<file path="src/rtl/b2b_pkg.sv">
// Shared types, constants and helpers for the BLAKE2b hash engine.
`timescale 1ns / 1ps
`default_nettype none
package b2b_pkg;

	typedef logic [63:0] word_t;

	localparam int unsigned CFG_W = 64;
	localparam int unsigned IDX_W = 3;

	// Configuration register indexes
	localparam logic [IDX_W-1:0] REG_DIGEST   = 3'd0;
	localparam logic [IDX_W-1:0] REG_KEY      = 3'd1;
	localparam logic [IDX_W-1:0] REG_SALT_LO  = 3'd2;
	localparam logic [IDX_W-1:0] REG_SALT_HI  = 3'd3;
	localparam logic [IDX_W-1:0] REG_PERS_LO  = 3'd4;
	localparam logic [IDX_W-1:0] REG_PERS_HI  = 3'd5;

	localparam word_t IV [8] = '{
		64'h6a09e667f3bcc908, 64'hbb67ae8584caa73b, 64'h3c6ef372fe94f82b,
		64'ha54ff53a5f1d36f1, 64'h510e527fade682d1, 64'h9b05688c2b3e6c1f,
		64'h1f83d9abfb41bd6b, 64'h5be0cd19137e2179};

	localparam logic [3:0] SIGMA [10][16] = '{
		'{4'd0, 4'd1, 4'd2, 4'd3, 4'd4, 4'd5, 4'd6, 4'd7,
		  4'd8, 4'd9, 4'd10, 4'd11, 4'd12, 4'd13, 4'd14, 4'd15},
		'{4'd14, 4'd10, 4'd4, 4'd8, 4'd9, 4'd15, 4'd13, 4'd6,
		  4'd1, 4'd12, 4'd0, 4'd2, 4'd11, 4'd7, 4'd5, 4'd3},
		'{4'd11, 4'd8, 4'd12, 4'd0, 4'd5, 4'd2, 4'd15, 4'd13,
		  4'd10, 4'd14, 4'd3, 4'd6, 4'd7, 4'd1, 4'd9, 4'd4},
		'{4'd7, 4'd9, 4'd3, 4'd1, 4'd13, 4'd12, 4'd11, 4'd14,
		  4'd2, 4'd6, 4'd5, 4'd10, 4'd4, 4'd0, 4'd15, 4'd8},
		'{4'd9, 4'd0, 4'd5, 4'd7, 4'd2, 4'd4, 4'd10, 4'd15,
		  4'd14, 4'd1, 4'd11, 4'd12, 4'd6, 4'd8, 4'd3, 4'd13},
		'{4'd2, 4'd12, 4'd6, 4'd10, 4'd0, 4'd11, 4'd8, 4'd3,
		  4'd4, 4'd13, 4'd7, 4'd5, 4'd15, 4'd14, 4'd1, 4'd9},
		'{4'd12, 4'd5, 4'd1, 4'd15, 4'd14, 4'd13, 4'd4, 4'd10,
		  4'd0, 4'd7, 4'd6, 4'd3, 4'd9, 4'd2, 4'd8, 4'd11},
		'{4'd13, 4'd11, 4'd7, 4'd14, 4'd12, 4'd1, 4'd3, 4'd9,
		  4'd5, 4'd0, 4'd15, 4'd4, 4'd8, 4'd6, 4'd2, 4'd10},
		'{4'd6, 4'd15, 4'd14, 4'd9, 4'd11, 4'd3, 4'd0, 4'd8,
		  4'd12, 4'd2, 4'd13, 4'd7, 4'd1, 4'd4, 4'd10, 4'd5},
		'{4'd10, 4'd2, 4'd8, 4'd4, 4'd7, 4'd6, 4'd1, 4'd5,
		  4'd15, 4'd11, 4'd9, 4'd14, 4'd3, 4'd12, 4'd13, 4'd0}};

	// Work-vector indexes a, b, c, d of the eight mixes of one round
	localparam logic [3:0] MIX_IDX [8][4] = '{
		'{4'd0, 4'd4, 4'd8, 4'd12}, '{4'd1, 4'd5, 4'd9, 4'd13},
		'{4'd2, 4'd6, 4'd10, 4'd14}, '{4'd3, 4'd7, 4'd11, 4'd15},
		'{4'd0, 4'd5, 4'd10, 4'd15}, '{4'd1, 4'd6, 4'd11, 4'd12},
		'{4'd2, 4'd7, 4'd8, 4'd13}, '{4'd3, 4'd4, 4'd9, 4'd14}};

	// Commands from the controller to the datapath
	typedef struct packed {
		logic       start;      // load chaining value and clear counters
		logic       absorb;     // store the input word into the block
		logic       inc_ctr;    // add 128 to the byte counter
		logic       init_v;     // load the work vector
		logic       final_blk;  // this compression is the final one
		logic       mix;        // run one half of a mix step
		logic       fold;       // fold work vector into chaining value
		logic       pad;        // zero the unfilled block tail
	} b2b_cmd_t;

	typedef struct packed {
		logic       block_full; // sixteen words buffered
		logic       mix_done;   // the last half step of the last round is running
	} b2b_sts_t;

	function automatic word_t ror64(input word_t x, input int unsigned n);
		ror64 = (x >> n) | (x << (64 - n));
	endfunction

	// Keep the low n bytes of a word, n from 0 to 8
	function automatic word_t byte_mask(input word_t x, input logic [3:0] n);
		word_t m;
		m = '0;
		for (int i = 0; i < 8; i++) begin
			if (4'(i) < n) m[i*8 +: 8] = 8'hff;
		end
		byte_mask = x & m;
	endfunction

endpackage
`default_nettype wire

</file>
<file path="src/rtl/b2b_ctrl.sv">
// BLAKE2b controller: sequences absorb, compression and digest output.
`timescale 1ns / 1ps
`default_nettype none
module b2b_ctrl (
	input  wire logic            clk,
	input  wire logic            arst_n,
	input  wire logic            in_valid,
	output logic                 in_ready,
	input  wire logic [3:0]      in_bytes,
	input  wire logic            in_last,
	input  wire logic [6:0]      dig_len,
	output b2b_pkg::b2b_cmd_t    cmd,
	input  wire b2b_pkg::b2b_sts_t sts,
	output logic [2:0]           rd_sel,
	output logic                 out_valid,
	input  wire logic            out_ready,
	output logic [3:0]           out_bytes,
	output logic                 out_last
);
	typedef enum logic [2:0] {
		S_IDLE, S_INIT, S_MIX, S_FOLD, S_OUT
	} state_t;

	state_t     state_q;
	logic       open_q, final_q;
	logic [6:0] left_q;
	logic [3:0] clip_bytes;
	logic       need_cmp;
	logic       accept;

	assign clip_bytes = (in_bytes > 4'd8) ? 4'd8 : in_bytes;
	// Hold the item off while the full block ahead of it is compressed
	assign need_cmp = in_valid && open_q && sts.block_full &&
		(!in_last || clip_bytes != 4'd0);
	assign in_ready = (state_q == S_IDLE) && !need_cmp;
	assign accept = in_valid && in_ready;
	assign out_valid = (state_q == S_OUT);
	assign out_bytes = (left_q >= 7'd8) ? 4'd8 : left_q[3:0];
	assign out_last  = (left_q <= 7'd8);

	// Datapath commands
	always_comb begin
		cmd = '0;
		cmd.start     = accept && !open_q;
		// Store the word unless the last item carries nothing
		cmd.absorb    = accept && (!in_last || clip_bytes != 4'd0);
		cmd.pad       = accept && in_last;
		cmd.inc_ctr   = (state_q == S_IDLE) && need_cmp;
		cmd.init_v    = (state_q == S_INIT);
		cmd.final_blk = final_q;
		cmd.mix       = (state_q == S_MIX);
		cmd.fold      = (state_q == S_FOLD);
	end

	// Controller state and registered outputs
	always_ff @(posedge clk or negedge arst_n) begin
		if (!arst_n) begin
			state_q <= S_IDLE;
			open_q  <= 1'b0;
			final_q <= 1'b0;
			left_q  <= '0;
			rd_sel  <= '0;
		end else begin
			case (state_q)
				S_IDLE: begin
					if (accept) begin
						open_q <= 1'b1;
						if (in_last) begin
							final_q <= 1'b1;
							state_q <= S_INIT;
						end
					end else if (need_cmp) begin
						final_q <= 1'b0;
						state_q <= S_INIT;
					end
				end
				S_INIT: state_q <= S_MIX;
				S_MIX: if (sts.mix_done) state_q <= S_FOLD;
				S_FOLD: begin
					if (final_q) begin
						state_q <= S_OUT;
						rd_sel  <= '0;
						left_q  <= (dig_len == 7'd0) ? 7'd1 :
							((dig_len > 7'd64) ? 7'd64 : dig_len);
						open_q  <= 1'b0;
					end else begin
						state_q <= S_IDLE;
					end
				end
				S_OUT: begin
					if (out_ready) begin
						rd_sel <= rd_sel + 3'd1;
						left_q <= left_q - 7'd8;
						if (out_last) state_q <= S_IDLE;
					end
				end
				default: state_q <= S_IDLE;
			endcase
		end
	end

	// Assertions
	a_out_only_final: assert property (@(posedge clk) disable iff (!arst_n)
		$rose(out_valid) |-> $past(state_q == S_FOLD && final_q))
		else $error("digest without final compression");
	a_no_input_busy: assert property (@(posedge clk) disable iff (!arst_n)
		(state_q != S_IDLE) |-> !in_ready) else $error("input taken while busy");
	a_out_len: assert property (@(posedge clk) disable iff (!arst_n)
		out_valid |-> (out_bytes != 4'd0)) else $error("empty digest word");
endmodule
`default_nettype wire

</file>
<file path="config.mk">
export PLATFORM = sky130hd
export DESIGN_NAME = b2b_ctrl
export DESIGN_NICKNAME = d
export VERILOG_FILES = /design/src/rtl/b2b_pkg.sv /design/src/rtl/b2b_ctrl.sv
export SDC_FILE = /design/constraint.sdc
export NUM_CORES = 1
export LEC_CHECK = 0
export BUFFER_PORTS_ARGS = -buffer_cell sky130_fd_sc_hd__buf_2
export CAP_MARGIN = 20
export CORE_ASPECT_RATIO = 0.7
export CORE_MARGIN = 4
export CORE_UTILIZATION = 40
export CTS_CLUSTER_DIAMETER = 120
export CTS_CLUSTER_SIZE = 20
export DETAILED_ROUTE_END_ITERATION = 7
export GPL_TIMING_DRIVEN = 0
export HOLD_SLACK_MARGIN = 0.05
export PLACE_DENSITY = 0.66
export SYNTH_ARGS = -nofsm -noshare
export SYNTH_HDL_FRONTEND = slang
export SYNTH_SLANG_ARGS = --single-unit
export TNS_END_PERCENT = 50
</file>
<file path="constraint.sdc">
create_clock -name clk -period 3.6 [get_ports clk]
set_input_delay 0.36 -clock clk [delete_from_list [all_inputs] [get_ports clk]]
set_output_delay 0.36 -clock clk [all_outputs]
set_load 0.05 [all_outputs]
</file>
==> results.md, run 1 <==
* # H-tree levels at 1
* I/O pins at 36
* First-pass GRT wire length at 4080 um
* RSZ-0062 raised after global routing: no
* Synthesized Nets at 122
* Tcrit/Tclk final at 0.643
* Antenna Cells at 0
* Fmax at about 430 MHz
* Resize count post-CTS at 0
* Drt total wl at 2380 um
* Root Driver: clkbuf_4
* Dpl hpwl at 1880 um
* CP Max Fanout at 5
* Initial drt markers at 32
* Fraction of layout cells with a size suffix above 1 at 0.345
* Dpl cells at 169
* Final hold violation count at 0
* CORE AREA at 2170 sq um
* Port bufs at 35
* Status: finished clean
* Die area at 3170 sq um
* Setup TNS at 0 ns
* Worst-margin pin slew at 0.483 ns
* Max-cap violations at 0
* Synthesis-to-layout area growth at 27.1%
* Fin crit period at 2.31 ns
* Chip width at 65.6 um
* Initial cell density of the core at 0.428
* Synth warn at 0
* Overall Global Routing Usage at 0.163
* CTS buffer count at 3
* VDD IR max at roughly 0.37 mV
* Row cnt at 14
* Setup crit end kind: output port
* Worst Hold Class: input pin to flop
* Final setup margin at ~1.3 ns
* Vias at 898
* Antenna Violating Nets Remaining at 0
* Clk buf depth at 2
* R2R Setup Slk at 1.99 ns
* Die H at 48.3 um
* Final Max Tran Viols at 0
* Setup CP Type: flop to output port
* Register area share after synthesis at 0.404
* Critical path's top delay family: simple AND/OR/NAND/NOR gates
* Worst Path Buf+Inv at 2
* CP max stage delay at 0.44 ns
* Slew HR at 0.675
* Slowest CP cell: dfrtp_1
* Syn Inst Count at between 100 and 150
* Most common cell after layout, fill and taps aside: buf_2
* Crit start category: flop
* Largest net degree at the start of global routing at 16
* WHS at just under 0.3 ns
* Yosys cell types at between 40 and 50
* Pleak at 0.000591 uW
* CTS Sinks at 15
* Initial antenna violation count at 0
* Ordered list of cells on the worst path: inv_1 > ha_1 > nor3b_1 > and2_1 > buf_2
* Most frequent cells in the layout: buf_2 (39), dfrtp_1 (15), nand2_1 (11), nor2_1 (7)
* Non-Filler Instances at 174
* Reg clk slew, reported paths at 0.09 ns
* GP Congestion at a little under 0.9
* Synthesized cell area at 930 sq um
* Total gr overflow at 0
* Power Density at 896 nW/um^2
* Post-Syn Area per Cell at just over 9 sq um
* Vias in the first global route at 867
* Clk_lat worst skew at approximately 0.29 ns
* Drt drc at 0
* Endpoints failing setup at 0
* Crit path arrival time at 1.95 ns
* Vias per cell at 5.16
* Wire per inst at ~14 um
* FF+latch count, synth at 15
* Total Power at 1060 uW
* CTS tree: built
* Setup WS pre-CTS at ~1.6 ns
* TritonRoute pass-1 iters at 4
* CP required at 3.24 ns
* Layout Nets at 163
* Clock skew at 0.00443 ns
==> Yosys cell counts, drive strengths merged <==
| cell type | n | share of area |
|---|---|---|
| o21ai | 3 | 0.016 |
| and2 | 5 | 0.034 |
| o2bb2ai | 1 | 0.0094 |
| nand4bb | 1 | 0.012 |
| a22oi | 1 | 0.0081 |
| and3 | 1 | 0.012 |
| or3b | 1 | 0.0094 |
| o31ai | 1 | 0.0081 |
| a21boi | 2 | 0.016 |
| a31oi | 1 | 0.0067 |
| nor4 | 2 | 0.013 |
| a21oi | 5 | 0.027 |
| nor3b | 3 | 0.024 |
| or4 | 1 | 0.0081 |
| nand2 | 11 | 0.044 |
| nand4b | 1 | 0.0094 |
| nand3 | 3 | 0.016 |
| dfrtp | 15 | 0.40 |
| a2bb2oi | 1 | 0.0094 |
| o22ai | 1 | 0.0067 |
| nor4b | 2 | 0.026 |
| buf | 6 | 0.042 |
| nor3 | 4 | 0.022 |
| a211oi | 2 | 0.016 |
| mux2i | 1 | 0.011 |
| and4b | 1 | 0.011 |
| clkbuf | 1 | 0.0040 |
| inv | 6 | 0.024 |
| mux2 | 1 | 0.012 |
| and4bb | 1 | 0.013 |
| o32a | 1 | 0.011 |
| nand4 | 1 | 0.0067 |
| xnor2 | 1 | 0.0094 |
| nor2 | 7 | 0.028 |
| a22o | 1 | 0.0094 |
| ha | 2 | 0.027 |
| o211ai | 3 | 0.024 |
| a31o | 1 | 0.0094 |
==> through the flow <==
stage               instance area, sq um  utilization
global route                        1180        0.544
detailed placement                  1140        0.527
floorplan                            930            -
finish                              1180        0.544
CTS                                 1180        0.544
global placement                    1140        0.527
==> metal layers <==
metal | up-vias | share of wire | track usage | wire (um)
met5 | - | 0 | 0 | 0
met4 | 0 | 0.0050 | 0.0310 | 12
met3 | 2 | 0.049 | 0.0532 | 116
met2 | 16 | 0.47 | 0.241 | 1120
met1 | 432 | 0.48 | 0.231 | 1130
li1 | 448 | - | - | -
==> power by group <==
| part | total, uW | internal (uW) | switching, uW | leakage [uW] |
|---|---|---|---|---|
| clock | 96.8 | 43.1 | 53.6 | 0.0000150 |
| sequential | 312 | 242 | 69.9 | 0.000188 |
| combinational | 649 | 213 | 437 | 0.000388 |
| total | 1060 | 497 | 560 | 0.000591 |
==> flip-flops by register name (all words and copies together) (netlist names) <==
register / count
left_q: 7
rd_sel: 3
state_q: 3
final_q: 1
open_q: 1
==> repair_timing <==
item / 4_1_cts / 5_1_grt
hold buffers: 1 / 0
endpoints found under the hold margin: 15 / 0
buffers inserted: 0 / 0
==> area by class of cell <==
type	count	area, sq um
Buffer	7	42.5
Clock buffer	4	26.3
Fill cell	234	991
Inverter	6	22.5
Multi-Input combinational cell	74	489
Sequential cell	15	375
Tap cell	32	40.0
Timing Repair Buffer	36	185
==> worst paths after layout <==
kind / cells past startpoint / to / startpoint
hold reg to reg: 2 / open_q / open_q
setup / recovery: 5 / out_bytes[2] / left_q[3]
hold / removal: 2 / left_q[0] / dig_len[6]
setup reg to reg: 5 / state_q[2] / left_q[3]
min in group asynchronous: 2 / left_q[1] / arst_n
max in group asynchronous: 2 / left_q[0] / arst_n
==> kinds of logic (layout without fill, tap and decap cells) <==
logic type                 after synthesis  in the layout  share of synthesized area
xor gates and xnor gates                 1              1                    0.00942
AOI/OAI and AO/OA                       24             24                      0.178
muxes                                    2              2                     0.0229
and+or+nand+nor                         45             45                      0.289
buffers and inverters                   13             53                     0.0700
DFF                                     15             15                      0.404
adders and majority gates                2              2                     0.0269
Power figures use the tool's default switching activity.
==> run 2: changes to the inputs <==
--- a/config.mk
+++ b/config.mk
@@ -5,6 +5,7 @@
 export SDC_FILE = /design/constraint.sdc
 export NUM_CORES = 1
 export LEC_CHECK = 0
+export ABC_AREA = 1
 export BUFFER_PORTS_ARGS = -buffer_cell sky130_fd_sc_hd__buf_2
 export CAP_MARGIN = 20
 export CORE_ASPECT_RATIO = 0.7
@@ -15,7 +16,7 @@
 export DETAILED_ROUTE_END_ITERATION = 7
 export GPL_TIMING_DRIVEN = 0
 export HOLD_SLACK_MARGIN = 0.05
-export PLACE_DENSITY = 0.66
+export PLACE_DENSITY = 0.67
 export SYNTH_ARGS = -nofsm -noshare
 export SYNTH_HDL_FRONTEND = slang
 export SYNTH_SLANG_ARGS = --single-unit
==> constraint.sdc (replaced) <==
create_clock -name clk -period 2 [get_ports clk]
set_input_delay 0.2 -clock clk [delete_from_list [all_inputs] [get_ports clk]]
set_output_delay 0.2 -clock clk [all_outputs]
set_load 0.05 [all_outputs]
==> results.md, run 2 <==
* Async SR Flop Fraction at 1.00
* Synthesized Nets at about 160
* TritonRoute pass-1 iters at 4
* Wire per inst at 10.7 um
* EDFF count, synth at 0
* Number of fill cells at 237
* Vias in the first global route at 926
* CP Max Fanout at 4
* Largest register by flop count: left_q
* Ys flop type: dfrtp_1
* Final Max Tran Viols at 0
* Synth warn at 0
* FF+latch count, synth at 15
* Initial cell density of the core at 0.418
* Most common cell after layout, fill and taps aside: buf_2
* Final core occ at 0.537
* CORE AREA at roughly 2400 sq um
* CP required at between 1.5 and 2 ns
* Setup TNS at 0 ns
* # H-tree levels at 1
* Power Density at around 1700 nW/um^2
* Worst-margin pin slew at 0.344 ns
* Initial antenna violation count at 0
* Port bufs at 35
* Root Driver: clkbuf_4
* Yosys cell types at 26
* Worst Hold Class: input pin to flop
* Vias per cell at approximately 4.6
* Reg clk slew, reported paths at 0.10 ns
* Die area at 3440 sq um
* Fin crit period at 1.84 ns
* Die H at 50.3 um
* Crit path arrival time at about 1.6 ns
* Register area share after synthesis at 0.368
* Synthesized cell area at 1020 sq um
* Endpoints failing setup at 0
* Overall Global Routing Usage at 0.155
* Dpl hpwl at about 1900 um
* Syn Inst Count at 139
* Most frequent cells in the layout: buf_2 (30), nand2_1 (24), inv_1 (22), nor2_1 (21), dfrtp_1 (14)
* Row cnt at 15
* CP max stage delay at 0.42 ns
* Slowest CP cell: dfrtp_1
* Setup CP Type: flop to output port
* Clk_lat worst skew at about 0.29 ns
* Setup crit end kind: output port
* I/O pins at 36
* RSZ-0062 raised after global routing: no
* CTS Sinks at 15
* WHS at ~0.16 ns
* Max reg flops at 7
* Biggest regs: left_q (7), rd_sel (3), state_q (3)
* Antenna Cells at 0
* Clk buf depth at 2
* Total Power at 2270 uW
* Crit start category: flop
* Initial drt markers at 21
* CTS tree: built
* VDD IR max at 0.818 mV
* Slew HR at 0.770
* Most instantiated cells after synthesis: nand2_1 (24), inv_1 (23), nor2_1 (22)
* Post-Syn Area per Cell at about 7.3 sq um
* Ordered list of cells on the worst path: inv_2 > ha_1 > nand2_1 > a21oi_2 > inv_1 > nor2_1 > buf_4
* Area occupied by multi-input gates at 544 sq um
* Clock skew at between 0.015 and 0.02 ns
* Synth area leader: dfrtp_1
* Max-cap violations at 0
* Setup WS pre-CTS at 0.344 ns
* Synthesis-to-layout area growth at 28.4%
* Storage element area at roughly 380 sq um
* Drt drc at 0
* Antenna Violating Nets Remaining at 0
* Share of the synthesized area in the top cell type at 0.368
* Chip width at 68.4 um
* Drt total wl at 2280 um
* CTS buffer count at 3
* Fmax at approximately 540 MHz
* Most common cell in the netlist: nand2_1
* Tcrit/Tclk final at 0.918
* First-pass GRT wire length at 4040 um
* GP Congestion at 0.763
* Fraction of layout cells with a size suffix above 1 at 0.372
* Layout Nets at ~200
* Vias at 994
* Largest net degree at the start of global routing at 16
* Status: finished clean
* Final setup margin at 0.164 ns
* Total gr overflow at 0
* Pleak at 0.000743 uW
* Final hold violation count at 0
* Main area contributors after synthesis: dfrtp_1 (37%), nand2_1 (8.8%), inv_1 (8.5%), nor2_1 (8.1%), nand3_1 (6.4%)
run 2: changes by cell type in the layout (fill, tap and decap cells not counted), moves of 9 or more:
| cell | delta |
|---|---|
| nand3_1 | +10 |
| buf_2 | -9 |
| nor2_1 | +14 |
| inv_1 | +17 |
| nand2_1 | +13 |
run 2: per-stage QoR:
step	instance area, sq um	cells
2_1_floorplan	1020	139
6_report	1310	214
5_1_grt	1310	214
3_3_place_gp	1240	208
3_5_place_dp	1240	208
4_1_cts	1280	213
run 2: final timing paths:
path | start | to | slack, ns | depth (start not counted)
worst min register to register | left_q[0] | left_q[0] | 0.51 | 2
min in group asynchronous | arst_n | left_q[4] | 0.33 | 2
max in group asynchronous | arst_n | state_q[2] | 1.40 | 2
worst max register to register | state_q[1] | left_q[6] | 0.62 | 8
worst max-delay path | left_q[3] | out_bytes[0] | 0.16 | 7
worst min-delay path | dig_len[1] | left_q[1] | 0.16 | 3
run 2: what timing repair did:
| item | in CTS | in global routing |
|---|---|---|
| setup endpoints to repair | 3 | 6 |
| endpoints found under the hold margin | 15 | 0 |
| gates resized for setup | 3 | 10 |
| hold buffers | 1 | 0 |
| setup buffers | 0 | 1 |
run 2: area by class of cell:
class / count / area share
multi-input combinational: 97 / 0.415
sequential: 15 / 0.287
timing repair buffer: 37 / 0.162
inverter: 26 / 0.0763
tap: 34 / 0.0324
clock buffer: 3 / 0.0172
buffer: 1 / 0.00573
clock inverter: 1 / 0.00382
run 2: where the power goes:
part	leakage [uW]	internal (uW)	switching (uW)
Sequential	0.000190	431	99.1
Clock	0.0000177	74.2	102
Combinational	0.000535	448	1120
run 2: kinds of logic (layout without fill, tap and decap cells):
logic type / after synthesis / in the layout / share of synthesized area
compound gates: 20 / 20 / 0.141
xor+xnor: 2 / 2 / 0.0172
buf+inv: 27 / 68 / 0.105
flops: 15 / 15 / 0.368
fa+ha+maj: 2 / 2 / 0.0245
simple gates: 73 / 73 / 0.344
run 2: routing by layer:
| layer | up-vias | global-route usage | wire length (um) |
|---|---|---|---|
| li1 | 521 | - | - |
| met1 | 443 | 0.225 | 1130 |
| met2 | 28 | 0.225 | 980 |
| met3 | 2 | 0.0515 | 161 |
| met4 | 0 | 0.0231 | 12 |
| met5 | - | 0 | 0 |
run 2: critical path: cells and delay by family (launching register included):
family / cells / cell delay (ns)
fa+ha+maj: 1 / 0.19
flops: 1 / 0.42
compound gates: 1 / 0.14
simple gates: 2 / 0.21
buf+inv: 3 / 0.39
==> run 3: changes to the inputs <==
--- a/config.mk
+++ b/config.mk
@@ -6,7 +6,6 @@
 export NUM_CORES = 1
 export LEC_CHECK = 0
 export ABC_AREA = 1
-export BUFFER_PORTS_ARGS = -buffer_cell sky130_fd_sc_hd__buf_2
 export CAP_MARGIN = 20
 export CORE_ASPECT_RATIO = 0.7
 export CORE_MARGIN = 4
@@ -14,9 +13,10 @@
 export CTS_CLUSTER_DIAMETER = 120
 export CTS_CLUSTER_SIZE = 20
 export DETAILED_ROUTE_END_ITERATION = 7
+export DONT_BUFFER_PORTS = 1
 export GPL_TIMING_DRIVEN = 0
 export HOLD_SLACK_MARGIN = 0.05
-export PLACE_DENSITY = 0.67
+export PLACE_DENSITY = 0.54
 export SYNTH_ARGS = -nofsm -noshare
 export SYNTH_HDL_FRONTEND = slang
 export SYNTH_SLANG_ARGS = --single-unit
==> results.md, run 3 (synthesis results as in run 2) <==
* GP Congestion at 0.793
* # H-tree levels at 1
* Final Max Tran Viols at 0
* Pleak at 0.000627 uW
* CORE AREA at ~2400 sq um
* Synthesis-to-layout area growth at 23.9%
* Storage element area at around 380 sq um
* Drt drc at 0
* Hold Path Origin: dig_len[2]
* Final core occ at 0.518
* CTS buffer count at 3
* Clk buf depth at 2
* RR Startpoint: state_q[2]
* Die area at 3440 sq um
* Worst reg-to-reg path cell count at 10
* CTS Sinks at 15
* Setup crit end kind: output port
* Endpoints failing setup at 3
* Worst-margin pin slew at 0.859 ns
* R2r endpoint: state_q[2]
* Tcrit/Tclk final at 1.03
* TritonRoute pass-1 iters at 5
* Clock power share at 0.077
* Slew HR at 0.424
* Fraction of layout cells with a size suffix above 1 at 0.351
* Row cnt at 15
* Antenna Violating Nets Remaining at 0
* CP Max Fanout at 4
* Dpl hpwl at 1710 um
* First-pass GRT wire length at around 3900 um
* Largest net degree at the start of global routing at 16
* CTS tree: built
* Overall Global Routing Usage at 0.153
* Antenna Cells at 0
* Initial cell density of the core at 0.418
* Initial drt markers at 29
* Crit start category: flop
* Flop pwr share at 0.256
* Biggest regs: left_q (7), rd_sel (3), state_q (3)
* Failing checks: setup timing
* Chip width at a little under 70 um
* Fmax at 486 MHz
* R2R Setup Slk at 0.30 ns
* Wire per inst at 12.6 um
* Reg clk slew, reported paths at 0.10 ns
* Crit path arrival time at 1.86 ns
* Number of fill cells at 248
* Comb power frac at 0.667
* Vias at 920
* Cell-internal power at 976 uW
* Clk_lat worst skew at 0.29 ns
* Max-cap violations at 0
* Net Switching at 1430 uW
* Port bufs at 0
* Most common cell after layout, fill and taps aside: nand2_1
* Worst Hold Class: input pin to flop
* Largest register by flop count: left_q
* Area occupied by multi-input gates at 617 sq um
* Final hold violation count at 0
* Die H at 50.3 um
* Total gr overflow at 0
* Root Driver: clkbuf_4
* Non-Filler Instances at 188
* Status: finished with violations
* Fin crit period at between 2 and 2.5 ns
* Vias per cell at 4.89
* Clock skew at 0.00595 ns
* Layout Nets at 175
* Hold path depth at 2
* Most frequent cells in the layout: nand2_1 (23), inv_1 (18), nor2_1 (14), dfrtp_1 (14), nand3_1 (12)
* Final setup margin at -0.0591 ns
* VDD IR max at around 1 mV
* Dpl cells at around 170
* Initial antenna violation count at 0
* Vias in the first global route at 896
* WHS Endpoint: left_q[2]
* Max reg flops at 7
* CP required at 1.80 ns
* I/O pins at 36
* Setup CP Type: flop to output port
* Beginning of the critical path: state_q[2]
* Sw Ratio at 0.594
* Drt total wl at 2370 um
* RSZ-0062 raised after global routing: yes
* Power Density at 1900 nW/um^2
-- run 3: area by class of cell --
type	count	area share
clock buffers	3	0.0178
clock inverters	1	0.00396
plain buffers	1	0.00593
well taps	34	0.0336
multi-input cells	97	0.488
inverters	26	0.0821
flip-flops and latches	15	0.298
repair buffers	11	0.0712
-- run 3: worst max path at each step --
| stage | end | slack, ns | depth (start not counted) |
|---|---|---|---|
| after global placement | cmd[7] | -0.27 | 7 |
| after global routing | cmd[0] | -0.17 | 7 |
| final | cmd[0] | -0.06 | 7 |
| after detailed placement | cmd[7] | -0.28 | 7 |
| after CTS | out_bytes[2] | -0.11 | 6 |
| after floorplan | cmd[0] | -0.14 | 7 |
-- run 3: metrics by stage --
step	setup WS (ns)	TNS (ns)	total power, uW	hold slack (ns)	cell area (sq um)
after CTS	-0.108	-0.506	2290	0.0514	1220
final	-0.0591	-0.139	2400	0.0625	1260
after global placement	-0.268	-0.534	1900	-0.0953	1060
after detailed placement	-0.276	-0.545	1920	-0.0953	1070
after global routing	-0.168	-0.476	2600	0.0534	1260
after floorplan	-0.138	-0.275	1760	-0.0956	1020
-- run 3: power by group through the flow --
stage          logic (uW)  registers [uW]  clock network [uW]
2_1_floorplan        1170             586                   0
3_3_place_gp         1290             609                   0
3_5_place_dp         1310             615                   0
4_1_cts              1490             604                 195
5_1_grt              1760             632                 208
6_report             1600             615                 184
-- run 3: worst max-delay path: stages, from the launching register on --
cell and delay (ns):
dfrtp_2 0.43, inv_2 0.09, nand2_4 0.06, nor2_4 0.10
inv_2 0.06, a21oi_4 0.40, nand2_4 0.13, nor2_4 0.30
-- run 3: what timing repair did --
action / CTS / global route
buffers inserted: 6 / 2
endpoints found under the setup margin: 7 / 10
hold buffers: 3 / 0
endpoints found under the hold margin: 18 / 0
resized for setup: 15 / 11
pin swaps: 5 / 5
-- run 3: per-layer routing --
layer  up-vias  part of all wire  global-route usage
met1       422              0.45               0.202
li1        467                 -                   -
met5         -                 0                   0
met2        27              0.46               0.231
met4         0            0.0097              0.0330
met3         4             0.075              0.0626
